### src/rtl/mss_pkg.sv
package mss_pkg;

	// request codes carried by req_type
	typedef enum logic [2:0] {
		REQ_TICK    = 3'd0,
		REQ_STEPS   = 3'd1,
		REQ_DEGREES = 3'd2,
		REQ_CONT    = 3'd3,
		REQ_STOP    = 3'd4
	} req_t;

	localparam int unsigned FULL_STEPS_PER_REV = 512;
	localparam int unsigned TABLE_STEPS        = 64;
	localparam int unsigned PHASE_W            = $clog2(TABLE_STEPS);

	localparam int unsigned DEG_W     = 16;
	// degrees times steps per rev stays below 2**29 over the whole 16-bit range of degrees
	localparam int unsigned PROD_W    = 29;
	// divide by 360 as a shift by 3 and an exact reciprocal multiply for 45
	localparam int unsigned X_W       = PROD_W - 3;
	localparam int unsigned RECIP_W   = 32;
	localparam logic [RECIP_W-1:0] DIV45_MUL = 32'd3054198967;
	localparam int unsigned DIV45_SHIFT = 37;
	localparam int unsigned QF_W      = X_W + RECIP_W;
	localparam int unsigned Q_W       = QF_W - DIV45_SHIFT;

	localparam logic [15:0] STEP_RELOAD_RST = 16'd999;

	// item handed from the goal stages to the sequencer core
	typedef struct packed {
		logic [2:0]  req_type;
		logic [31:0] amount;
		logic        direction;
		logic [31:0] deg_goal;
	} mss_item_t;

	// coil duties per microstep row, packed as {a, b, c, d}
	localparam logic [31:0] COIL_TABLE [0:TABLE_STEPS-1] = '{
		32'hFF000000, 32'hFD180000, 32'hFA310000, 32'hF44A0000,
		32'hEB610000, 32'hE0780000, 32'hD48D0000, 32'hC5A10000,
		32'hB4B40000, 32'hA1C50000, 32'h8DD40000, 32'h78E00000,
		32'h61EB0000, 32'h4AF40000, 32'h31FA0000, 32'h18FD0000,
		32'h00FF0000, 32'h00FE1900, 32'h00FA3200, 32'h00F44A00,
		32'h00EC6200, 32'h00E17800, 32'h00D48E00, 32'h00C5A200,
		32'h00B4B400, 32'h00A2C500, 32'h008ED400, 32'h0078E100,
		32'h0062EC00, 32'h004AF400, 32'h0032FA00, 32'h0019FE00,
		32'h0000FF00, 32'h0000FE19, 32'h0000FA32, 32'h0000F44A,
		32'h0000EC62, 32'h0000E178, 32'h0000D48E, 32'h0000C5A2,
		32'h0000B4B4, 32'h0000A2C5, 32'h00008ED4, 32'h000078E1,
		32'h000062EC, 32'h00004AF4, 32'h000032FA, 32'h000019FE,
		32'h000000FF, 32'h190000FE, 32'h320000FA, 32'h4A0000F4,
		32'h620000EC, 32'h780000E1, 32'h8E0000D4, 32'hA20000C5,
		32'hB40000B4, 32'hC50000A2, 32'hD400008E, 32'hE1000078,
		32'hEC000062, 32'hF400004A, 32'hFA000032, 32'hFE000019
	};

endpackage

### src/rtl/microstep_stepper_sequencer_top.sv
// channel  | handshake          | payload
// ---------+--------------------+------------------------------------------------
// input    | in_valid/in_stall  | req_type, amount, direction
// output   | out_valid/out_stall| duty_a..duty_d, phase, running, stepped
// config   | step_reload_we     | step_reload
//
// one item per clock sustained while out_stall stays low; out_valid rises once the item has passed
// (goal stage one, goal stage two with the degree scaling, then the result register)
// arst_n clears all valid bits and the sequencer state, reload returns to 999
// a stalled result holds; upstream stages keep filling until every stage is full
module microstep_stepper_sequencer_top
	import mss_pkg::*;
(
	input  logic        clk,
	input  logic        arst_n,
	input  logic        step_reload_we,
	input  logic [15:0] step_reload,
	input  logic        in_valid,
	output logic        in_stall,
	input  logic [2:0]  req_type,
	input  logic [31:0] amount,
	input  logic        direction,
	output logic        out_valid,
	input  logic        out_stall,
	output logic [7:0]  duty_a,
	output logic [7:0]  duty_b,
	output logic [7:0]  duty_c,
	output logic [7:0]  duty_d,
	output logic [5:0]  phase,
	output logic        running,
	output logic        stepped
);

	logic      core_ready;
	logic      item_valid;
	mss_item_t item;

	// degree goal stages
	mss_goal u_goal (
		.clk        (clk),
		.arst_n     (arst_n),
		.in_valid   (in_valid),
		.in_stall   (in_stall),
		.req_type   (req_type),
		.amount     (amount),
		.direction  (direction),
		.core_ready (core_ready),
		.item_valid (item_valid),
		.item       (item)
	);

	// sequencer state and result register
	mss_core u_core (
		.clk            (clk),
		.arst_n         (arst_n),
		.step_reload_we (step_reload_we),
		.step_reload    (step_reload),
		.item_valid     (item_valid),
		.item           (item),
		.core_ready     (core_ready),
		.out_valid      (out_valid),
		.out_stall      (out_stall),
		.duty_a         (duty_a),
		.duty_b         (duty_b),
		.duty_c         (duty_c),
		.duty_d         (duty_d),
		.phase          (phase),
		.running        (running),
		.stepped        (stepped)
	);

endmodule

### src/rtl/mss_goal.sv
module mss_goal
	import mss_pkg::*;
(
	input  logic              clk,
	input  logic              arst_n,
	input  logic              in_valid,
	output logic              in_stall,
	input  logic [2:0]        req_type,
	input  logic [31:0]       amount,
	input  logic              direction,
	input  logic              core_ready,
	output logic              item_valid,
	output mss_item_t         item
);

	logic              valid_s1;
	logic [2:0]        req_type_s1;
	logic [31:0]       amount_s1;
	logic              direction_s1;
	logic [PROD_W-1:0] prod_s1;
	logic              valid_s2;
	mss_item_t         item_s2;
	logic              en_s1;
	logic              en_s2;
	logic [PROD_W-1:0] prod_d;
	logic [X_W-1:0]    x_val;
	logic [QF_W-1:0]   q_full;
	logic [Q_W-1:0]    q_val;

	// stage enables, a stage moves when empty or when its successor moves
	assign en_s2    = !valid_s2 || core_ready;
	assign en_s1    = !valid_s1 || en_s2;
	assign in_stall = !en_s1;

	// degrees times steps per revolution
	assign prod_d = PROD_W'(32'(amount[DEG_W-1:0]) * 32'(FULL_STEPS_PER_REV));

	// divide by 360 then scale by 8
	assign x_val  = prod_s1[PROD_W-1:3];
	assign q_full = QF_W'(x_val) * QF_W'(DIV45_MUL);
	assign q_val  = q_full[QF_W-1:DIV45_SHIFT];

	// valid bits
	always_ff @(posedge clk or negedge arst_n) begin
		if (!arst_n) begin
			valid_s1 <= 1'b0;
			valid_s2 <= 1'b0;
		end else begin
			if (en_s1) begin
				valid_s1 <= in_valid;
			end
			if (en_s2) begin
				valid_s2 <= valid_s1;
			end
		end
	end

	// payload stages
	always_ff @(posedge clk) begin
		if (en_s1) begin
			req_type_s1  <= req_type;
			amount_s1    <= amount;
			direction_s1 <= direction;
			prod_s1      <= prod_d;
		end
		if (en_s2) begin
			item_s2.req_type  <= req_type_s1;
			item_s2.amount    <= amount_s1;
			item_s2.direction <= direction_s1;
			item_s2.deg_goal  <= 32'({q_val, 3'b000});
		end
	end

	assign item_valid = valid_s2;
	assign item       = item_s2;

endmodule

### src/rtl/mss_core.sv
module mss_core
	import mss_pkg::*;
(
	input  logic         clk,
	input  logic         arst_n,
	input  logic         step_reload_we,
	input  logic [15:0]  step_reload,
	input  logic         item_valid,
	input  mss_item_t    item,
	output logic         core_ready,
	output logic         out_valid,
	input  logic         out_stall,
	output logic [7:0]   duty_a,
	output logic [7:0]   duty_b,
	output logic [7:0]   duty_c,
	output logic [7:0]   duty_d,
	output logic [5:0]   phase,
	output logic         running,
	output logic         stepped
);

	logic [15:0]        reload_q;
	logic               running_q;
	logic [31:0]        count_q;
	logic [31:0]        goal_q;
	logic               reverse_q;
	logic [15:0]        tick_q;
	logic [PHASE_W-1:0] phase_q;
	logic               energized_q;
	logic               out_valid_q;
	logic [31:0]        duty_q;
	logic [PHASE_W-1:0] phase_out_q;
	logic               running_out_q;
	logic               stepped_q;

	logic               running_d;
	logic [31:0]        count_d;
	logic [31:0]        goal_d;
	logic               reverse_d;
	logic [15:0]        tick_d;
	logic [PHASE_W-1:0] phase_d;
	logic               energized_d;
	logic               stepped_d;
	logic [31:0]        count_inc;
	logic               take;

	assign core_ready = !out_valid_q || !out_stall;
	assign take       = item_valid && core_ready;
	assign count_inc  = count_q + 32'd1;

	// next state for one request
	always_comb begin
		running_d   = running_q;
		count_d     = count_q;
		goal_d      = goal_q;
		reverse_d   = reverse_q;
		tick_d      = tick_q;
		phase_d     = phase_q;
		energized_d = energized_q;
		stepped_d   = 1'b0;
		unique case (req_t'(item.req_type))
			REQ_TICK: begin
				if (running_q) begin
					if (tick_q >= reload_q) begin
						// one microstep, row mirrored when reversed
						tick_d      = 16'd0;
						phase_d     = count_q[PHASE_W-1:0] ^ {PHASE_W{reverse_q}};
						energized_d = 1'b1;
						count_d     = count_inc;
						stepped_d   = 1'b1;
						if (goal_q != 32'd0 && count_inc >= goal_q) begin
							running_d = 1'b0;
						end
					end else begin
						tick_d = tick_q + 16'd1;
					end
				end
			end
			REQ_STEPS: begin
				count_d   = 32'd0;
				goal_d    = item.amount;
				reverse_d = item.direction;
				running_d = 1'b1;
			end
			REQ_DEGREES: begin
				count_d   = 32'd0;
				goal_d    = item.deg_goal;
				reverse_d = item.direction;
				running_d = 1'b1;
			end
			REQ_CONT: begin
				count_d   = 32'd0;
				goal_d    = 32'd0;
				reverse_d = item.direction;
				running_d = 1'b1;
			end
			REQ_STOP: begin
				running_d = 1'b0;
			end
			default: begin
			end
		endcase
	end

	// sequencer state and reload register
	always_ff @(posedge clk or negedge arst_n) begin
		if (!arst_n) begin
			reload_q    <= STEP_RELOAD_RST;
			running_q   <= 1'b0;
			count_q     <= 32'd0;
			goal_q      <= 32'd0;
			reverse_q   <= 1'b0;
			tick_q      <= 16'd0;
			phase_q     <= '0;
			energized_q <= 1'b0;
			out_valid_q <= 1'b0;
		end else begin
			if (step_reload_we) begin
				reload_q <= step_reload;
			end
			if (take) begin
				running_q   <= running_d;
				count_q     <= count_d;
				goal_q      <= goal_d;
				reverse_q   <= reverse_d;
				tick_q      <= tick_d;
				phase_q     <= phase_d;
				energized_q <= energized_d;
			end
			if (core_ready) begin
				out_valid_q <= item_valid;
			end
		end
	end

	// result register, duties from the sine table
	always_ff @(posedge clk) begin
		if (take) begin
			duty_q        <= energized_d ? COIL_TABLE[phase_d] : 32'd0;
			phase_out_q   <= phase_d;
			running_out_q <= running_d;
			stepped_q     <= stepped_d;
		end
	end

	assign out_valid = out_valid_q;
	assign duty_a    = duty_q[31:24];
	assign duty_b    = duty_q[23:16];
	assign duty_c    = duty_q[15:8];
	assign duty_d    = duty_q[7:0];
	assign phase     = 6'(phase_out_q);
	assign running   = running_out_q;
	assign stepped   = stepped_q;

endmodule

### config.mk
export PLATFORM = sky130hd
export DESIGN_NAME = microstep_stepper_sequencer_top
export DESIGN_NICKNAME = d
export VERILOG_FILES = /design/src/rtl/mss_pkg.sv /design/src/rtl/microstep_stepper_sequencer_top.sv /design/src/rtl/mss_goal.sv /design/src/rtl/mss_core.sv
export SDC_FILE = /design/constraint.sdc
export NUM_CORES = 1
export LEC_CHECK = 0
export ABC_CLOCK_PERIOD_IN_PS = 16350
export BUFFER_PORTS_ARGS = -buffer_cell sky130_fd_sc_hd__buf_2
export CORE_MARGIN = 8
export CORE_UTILIZATION = 35
export CTS_BUF_LIST = sky130_fd_sc_hd__clkbuf_8 sky130_fd_sc_hd__clkbuf_16
export DETAILED_ROUTE_END_ITERATION = 7
export GPL_TIMING_DRIVEN = 0
export SLEW_MARGIN = 10
export SYNTH_ARGS = -nofsm -noshare
export SYNTH_HDL_FRONTEND = slang
export SYNTH_SLANG_ARGS = --single-unit
### constraint.sdc
create_clock -name clk -period 16.35 [get_ports clk]
set_input_delay 1.635 -clock clk [delete_from_list [all_inputs] [get_ports clk]]
set_output_delay 1.635 -clock clk [all_outputs]
set_load 0.05 [all_outputs]
**After elaboration in Yosys (flattened, before gate mapping)**

Memory sizes are Yosys's and may differ from the RTL's. A register that Yosys moved wholly into a read port is not among the register bits.
Index checks and enable logic that the tools add are counted.

- Flip-flop bits (word level): 225
- Bits in read-only memories: 2048
- Output and inout port bits: 42
- Logic and storage cells: 73
- Memories kept: 1

Memories:

| memory | words | bits a word | rd ports | clocked after Yosys merged registers in | write ports | RTL line | text |
|---|---|---|---|---|---|---|---|
| (no name shown) | 64 | 32 | 1 | 1 | 0 | mss_core.sv:139 | `duty_q <= energized_d ? COIL_TABLE[phase_d] : 32'd0;` |

- $add $sub $neg: 2
- $mul: 1
- Magnitude comparators: 2
- Equal/unequal tests: 6
- Mux-type cells: 16
- Bitwise gates (word level): 2
- Reduce and logical (&&, ||, !) cells: 21

Operators with widths:

| operator | count |
|---|---|
| $pmux W32 S3 | 1 |
| $mux W32 | 2 |
| $pmux W32 S2 | 1 |
| $mul A16 B32 Y48 const B | 1 |
| $add A32 B1 Y32 const B | 1 |
| $ge A32 B32 Y1 | 1 |
| $reduce_bool A32 Y1 | 1 |
| $mux W6 | 3 |
| $add A16 B1 Y16 const B | 1 |
| $ge A16 B16 Y1 | 1 |
| $mux W16 | 1 |
| $mux W1 | 7 |
| $not A6 Y7 | 1 |
| $eq A3 B2 Y1 const B | 2 |
| $logic_not A1 Y1 | 6 |
| $reduce_and A2 Y1 | 3 |
| $xor A6 B6 Y6 | 1 |
| $ne A2 B1 Y1 const B | 2 |
| $reduce_and A4 Y1 | 1 |
| $eq A3 B1 Y1 const B | 1 |
| $eq A3 B3 Y1 const B | 1 |
| $logic_not A3 Y1 | 1 |
| $logic_or A1 B1 Y1 | 3 |
| $pmux W1 S3 | 1 |
| other kinds (5) | 6 |

**Longest topological paths before layout**

- Word-level depth: 7
- Mapped depth: 22

**Modules after synthesis**

Synthesis repeated with hierarchy kept, for this count alone.

- Cell total of the unflattened synthesis: 1764
- Area, all modules: 18053.6 um2

Modules (own cells, without submodules):

| module | instances | cells an instance | area each (um2) |
|---|---|---|---|
| mss_goal | 1 | 801 | 9178.8 |
| mss_core | 1 | 963 | 8874.8 |

**Worst setup path before layout**

OpenSTA, ideal clock, no wires.

- Path kind: flip-flop to flip-flop
- Start: register, netlist name u_goal.amount_s1[15]
- End: register u_goal.item_s2, in the netlist u_goal.item[16], data pin
- Data arrival time: 5.933 ns
- Setup slack: 10.159 ns
- Stages on the path, launching flop included: 21
- Path buffers: 0
- Path through: edfxtp_1 ha_1 inv_1 fa_1 inv_1 fa_1 inv_1 fa_1 fa_1 inv_1 fa_1 ha_1 nand4_2 or2_0 or4_1 a211oi_2 o31ai_2 or3_1 or3b_1 a21oi_2 xnor2_1

RTL lines:

| item | RTL line | text |
|---|---|---|
| end, declared | mss_goal.sv:22 | `mss_item_t item_s2;` |

==> results.json <==
{
  "status": "complete, no violations",
  "path_clk_slew_ns": 0.06,
  "grt.overflow.total": 0,
  "drive_above_1_share_pct": 10.3,
  "dp_hpwl_um": 33800,
  "path_cells": "ha_1, fa_1, inv_1, fa_1, inv_1, fa_1, inv_1, fa_1, fa_1, inv_1, ha_1, a21oi_1, o21ai_0, a311o_1, a32o_1, o31ai_2, or3_1, or3b_1, a21oi_2, xnor2_1",
  "clk_path_buf_depth": 3,
  "fin_crit_sh_pct": 43.0,
  "fin_skew_ns": 0.0173,
  "slowest_stage": "edfxtp_1",
  "finalSetupViolCount": 0,
  "whs_ns": 0.409,
  "ios": 99,
  "coreArea_um2": 48800,
  "vias_per_cell": 4.98,
  "numCtsBuffers": 24,
  "postCtsHoldBufs": 0,
  "fin_tns_setup_ns": 0,
  "num-fill-cells": 4795,
  "drt_iter0_markers": 645,
  "leakage_nw": 9.15,
  "power_density_nw_per_um2": 223,
  "area_growth_pct": 12.8,
  "critical_path_class": "flip-flop to flip-flop",
  "avgRoutedWirePerCell_um": 17.0,
  "drt_wl_total_um": 41400,
  "num_antenna_cells": 0,
  "vdd_ir_drop_max_v": 0.000187,
  "grt_usage_pct": 14.7,
  "async_reset_ff_share_pct": 45.6,
  "synth_common_cells": "inv_1 (252), ha_1 (205), edfxtp_1 (129)",
  "syn_avg_cell_area_um2": 10.6,
  "hp-class": "flip-flop to flip-flop",
  "crit_path_frequent_cell": "fa_1",
  "rsz0062_at_grt": "no",
  "worstPathArrival_ns": 7.30,
  "dieWidth_um": 238,
  "grt_max_degree": 60,
  "cts_setup_buffers": 0,
  "start_util_pct": 35.4,
  "critPathMaxFanout": 6,
  "max_cap_viol_count": 0,
  "fp.dieArea_um2": 56800,
  "synth_top_area_cell": "edfxtp_1",
  "ys_ff_latch": 237,
  "required_ns": 16.61,
  "clock_latency_ns": 0.53,
  "hold_viol_final": 0,
  "place_congestion": 0.911,
  "fin_util_pct": 40.0,
  "worst_pin_slew_ns": 0.983,
  "nets": 2135,
  "cts_num_sinks": 237,
  "relSlewSlack_pct": 33.8,
  "die_h_um": 238,
  "synth_edf_count": 129,
  "yosysSeqAreaShare_pct": 38.1,
  "period_needed_ns": 7.03,
  "grt_pass1_vias": 12800,
  "post_cts_resized": 0,
  "syn-num-nets": 2008,
  "synth.distinct_cells": 78,
  "cpPeakStageDelay_ns": 0.56,
  "synthesis.instances": 1629,
  "final_antenna_net_count": 0,
  "cts_root_buf": "clkbuf_16",
  "yosysWarnings": 0,
  "dr.pass1.iters": 5,
  "grt_pass1_wl_um": 67700,
  "fp-row-count": 81,
  "synthFlopType": "edfxtp_1",
  "yosys.area.top_type_share_pct": 22.4,
  "yosysMostFrequentCell": "inv_1",
  "cts_tree": "yes",
  "max_freq_mhz": 142,
  "antenna_found_initial": 1,
  "critPathCaptureType": "flip-flop",
  "place.port_buffers": 98,
  "route.detailed.drc": 0,
  "vias": 12100,
  "h-tree-depth": 1,
  "syn_area_um2": 17300,
  "slew_viol_final": 0,
  "start_kind": "flip-flop",
  "synthTopCellsByArea": "edfxtp_1 (22%), ha_1 (15%), dfrtp_1 (14%)"
}
state kept, by name (all words and copies together) (netlist names):
name,count
u_goal.item,53
u_core.count_q,32
u_core.duty_q,32
u_core.goal_q,32
u_goal.amount_s1,32
u_core.reload_q,16
u_core.tick_q,16
u_core.phase,6
u_core.phase_q,6
u_goal.req_type_s1,3
u_core.energized_q,1
u_core.out_valid,1
u_core.reverse_q,1
u_core.running,1
u_core.running_q,1
u_core.stepped,1
u_goal.direction_s1,1
u_goal.item_valid,1
u_goal.valid_s1,1
report_power, final:
part / internal, mW / switching [mW] / total, mW
logic: 1.16 / 1.78 / 2.93
registers: 0.800 / 0.0532 / 0.853
clock network: 0.341 / 0.231 / 0.571
total: 2.30 / 2.06 / 4.36
metal layers:
layer / GRT usage [%] / routed length, um / share of wire, %
met5: 0 / 17 / 0.041
met1: 17.4 / 17100 / 41
met4: 5.43 / 1430 / 3.5
met3: 1.65 / 1390 / 3.4
met2: 27.3 / 21500 / 52
through the flow:
| stage | area [um2] | setup WS [ns] | instances | power, mW |
|---|---|---|---|---|
| after floorplan | 17300 | 10.16 | 1629 | 2.95 |
| after global placement | 18600 | 9.35 | 2391 | 3.71 |
| after detailed placement | 18700 | 9.41 | 2394 | 3.76 |
| after CTS | 19500 | 9.37 | 2438 | 4.37 |
| after global routing | 19500 | 9.05 | 2438 | 4.80 |
| final | 19500 | 9.32 | 2438 | 4.36 |
layout make-up:
cell class                 count  area, um2  share of cell area, %
clock buffer                  25        626                   3.21
clock inverter                19        198                   1.01
buffer                        46        198                   1.01
timing repair buffer         101        551                   2.82
sequential                   237       6590                   33.7
tap                          664        831                   4.26
inverter                     255        957                   4.90
multi-input combinational   1091       9570                   49.0
critical path, delay by kind of cell, from the launching register on:
family                   cells  cell delay, ns
XOR/XNOR                     1            0.10
flip-flops                   1            0.56
AO/OA/AOI/OAI                6            1.87
AND/OR/NAND/NOR              2            0.57
buffers and inverters        4            0.26
adder cells (fa/ha/maj)      7            3.38
worst paths after layout:
path,depth (start not counted),end,slack [ns],start
setup reg to reg,20,u_goal.item[16],9.32,u_goal.amount_s1[13]
max in group asynchronous,2,u_core.reload_q[2],14.57,arst_n
hold reg to reg,0,u_goal.item[63],0.41,u_goal.amount_s1[30]
setup / recovery,20,u_goal.item[16],9.32,u_goal.amount_s1[13]
min in group asynchronous,1,u_core.count_q[29],1.05,arst_n
hold / removal,0,u_goal.item[63],0.41,u_goal.amount_s1[30]
cell families after synthesis:
logic type	after synthesis	synth area share, %
AOI/OAI and AO/OA	321	11.8
xor gates and xnor gates	67	3.39
adders and majority gates	323	28.4
buffers and inverters	301	6.68
DFF	237	38.1
muxes	18	1.18
and+or+nand+nor	362	10.5
layout by cell type (no fill, tap or decap), types with 7 or more instances in the layout:
cell | netlist | final
fa_1 | 117 | 117
clkbuf_16 | 0 | 25
nand2_1 | 98 | 98
a211oi_1 | 31 | 31
dfrtp_1 | 100 | 100
clkbuf_1 | 33 | 33
nor3b_1 | 17 | 17
mux2i_1 | 11 | 11
nand3_1 | 40 | 39
edfxtp_1 | 129 | 129
nand4_1 | 24 | 24
buf_2 | 7 | 104
nor4_1 | 11 | 11
and3_1 | 22 | 22
a22o_1 | 17 | 17
o31ai_1 | 9 | 9
nor3_1 | 19 | 19
nand2b_1 | 10 | 10
o21ai_0 | 113 | 113
xnor2_1 | 29 | 29
o211ai_1 | 7 | 7
inv_1 | 252 | 258
o21a_1 | 7 | 7
xor2_1 | 38 | 38
nor2_1 | 79 | 79
ha_1 | 205 | 205
o22ai_1 | 10 | 10
a21o_1 | 18 | 18
dfstp_2 | 8 | 8
nor2b_1 | 13 | 13
a21oi_1 | 59 | 59
and4_1 | 7 | 7
No activity file was read; power rests on OpenSTA's default activity.
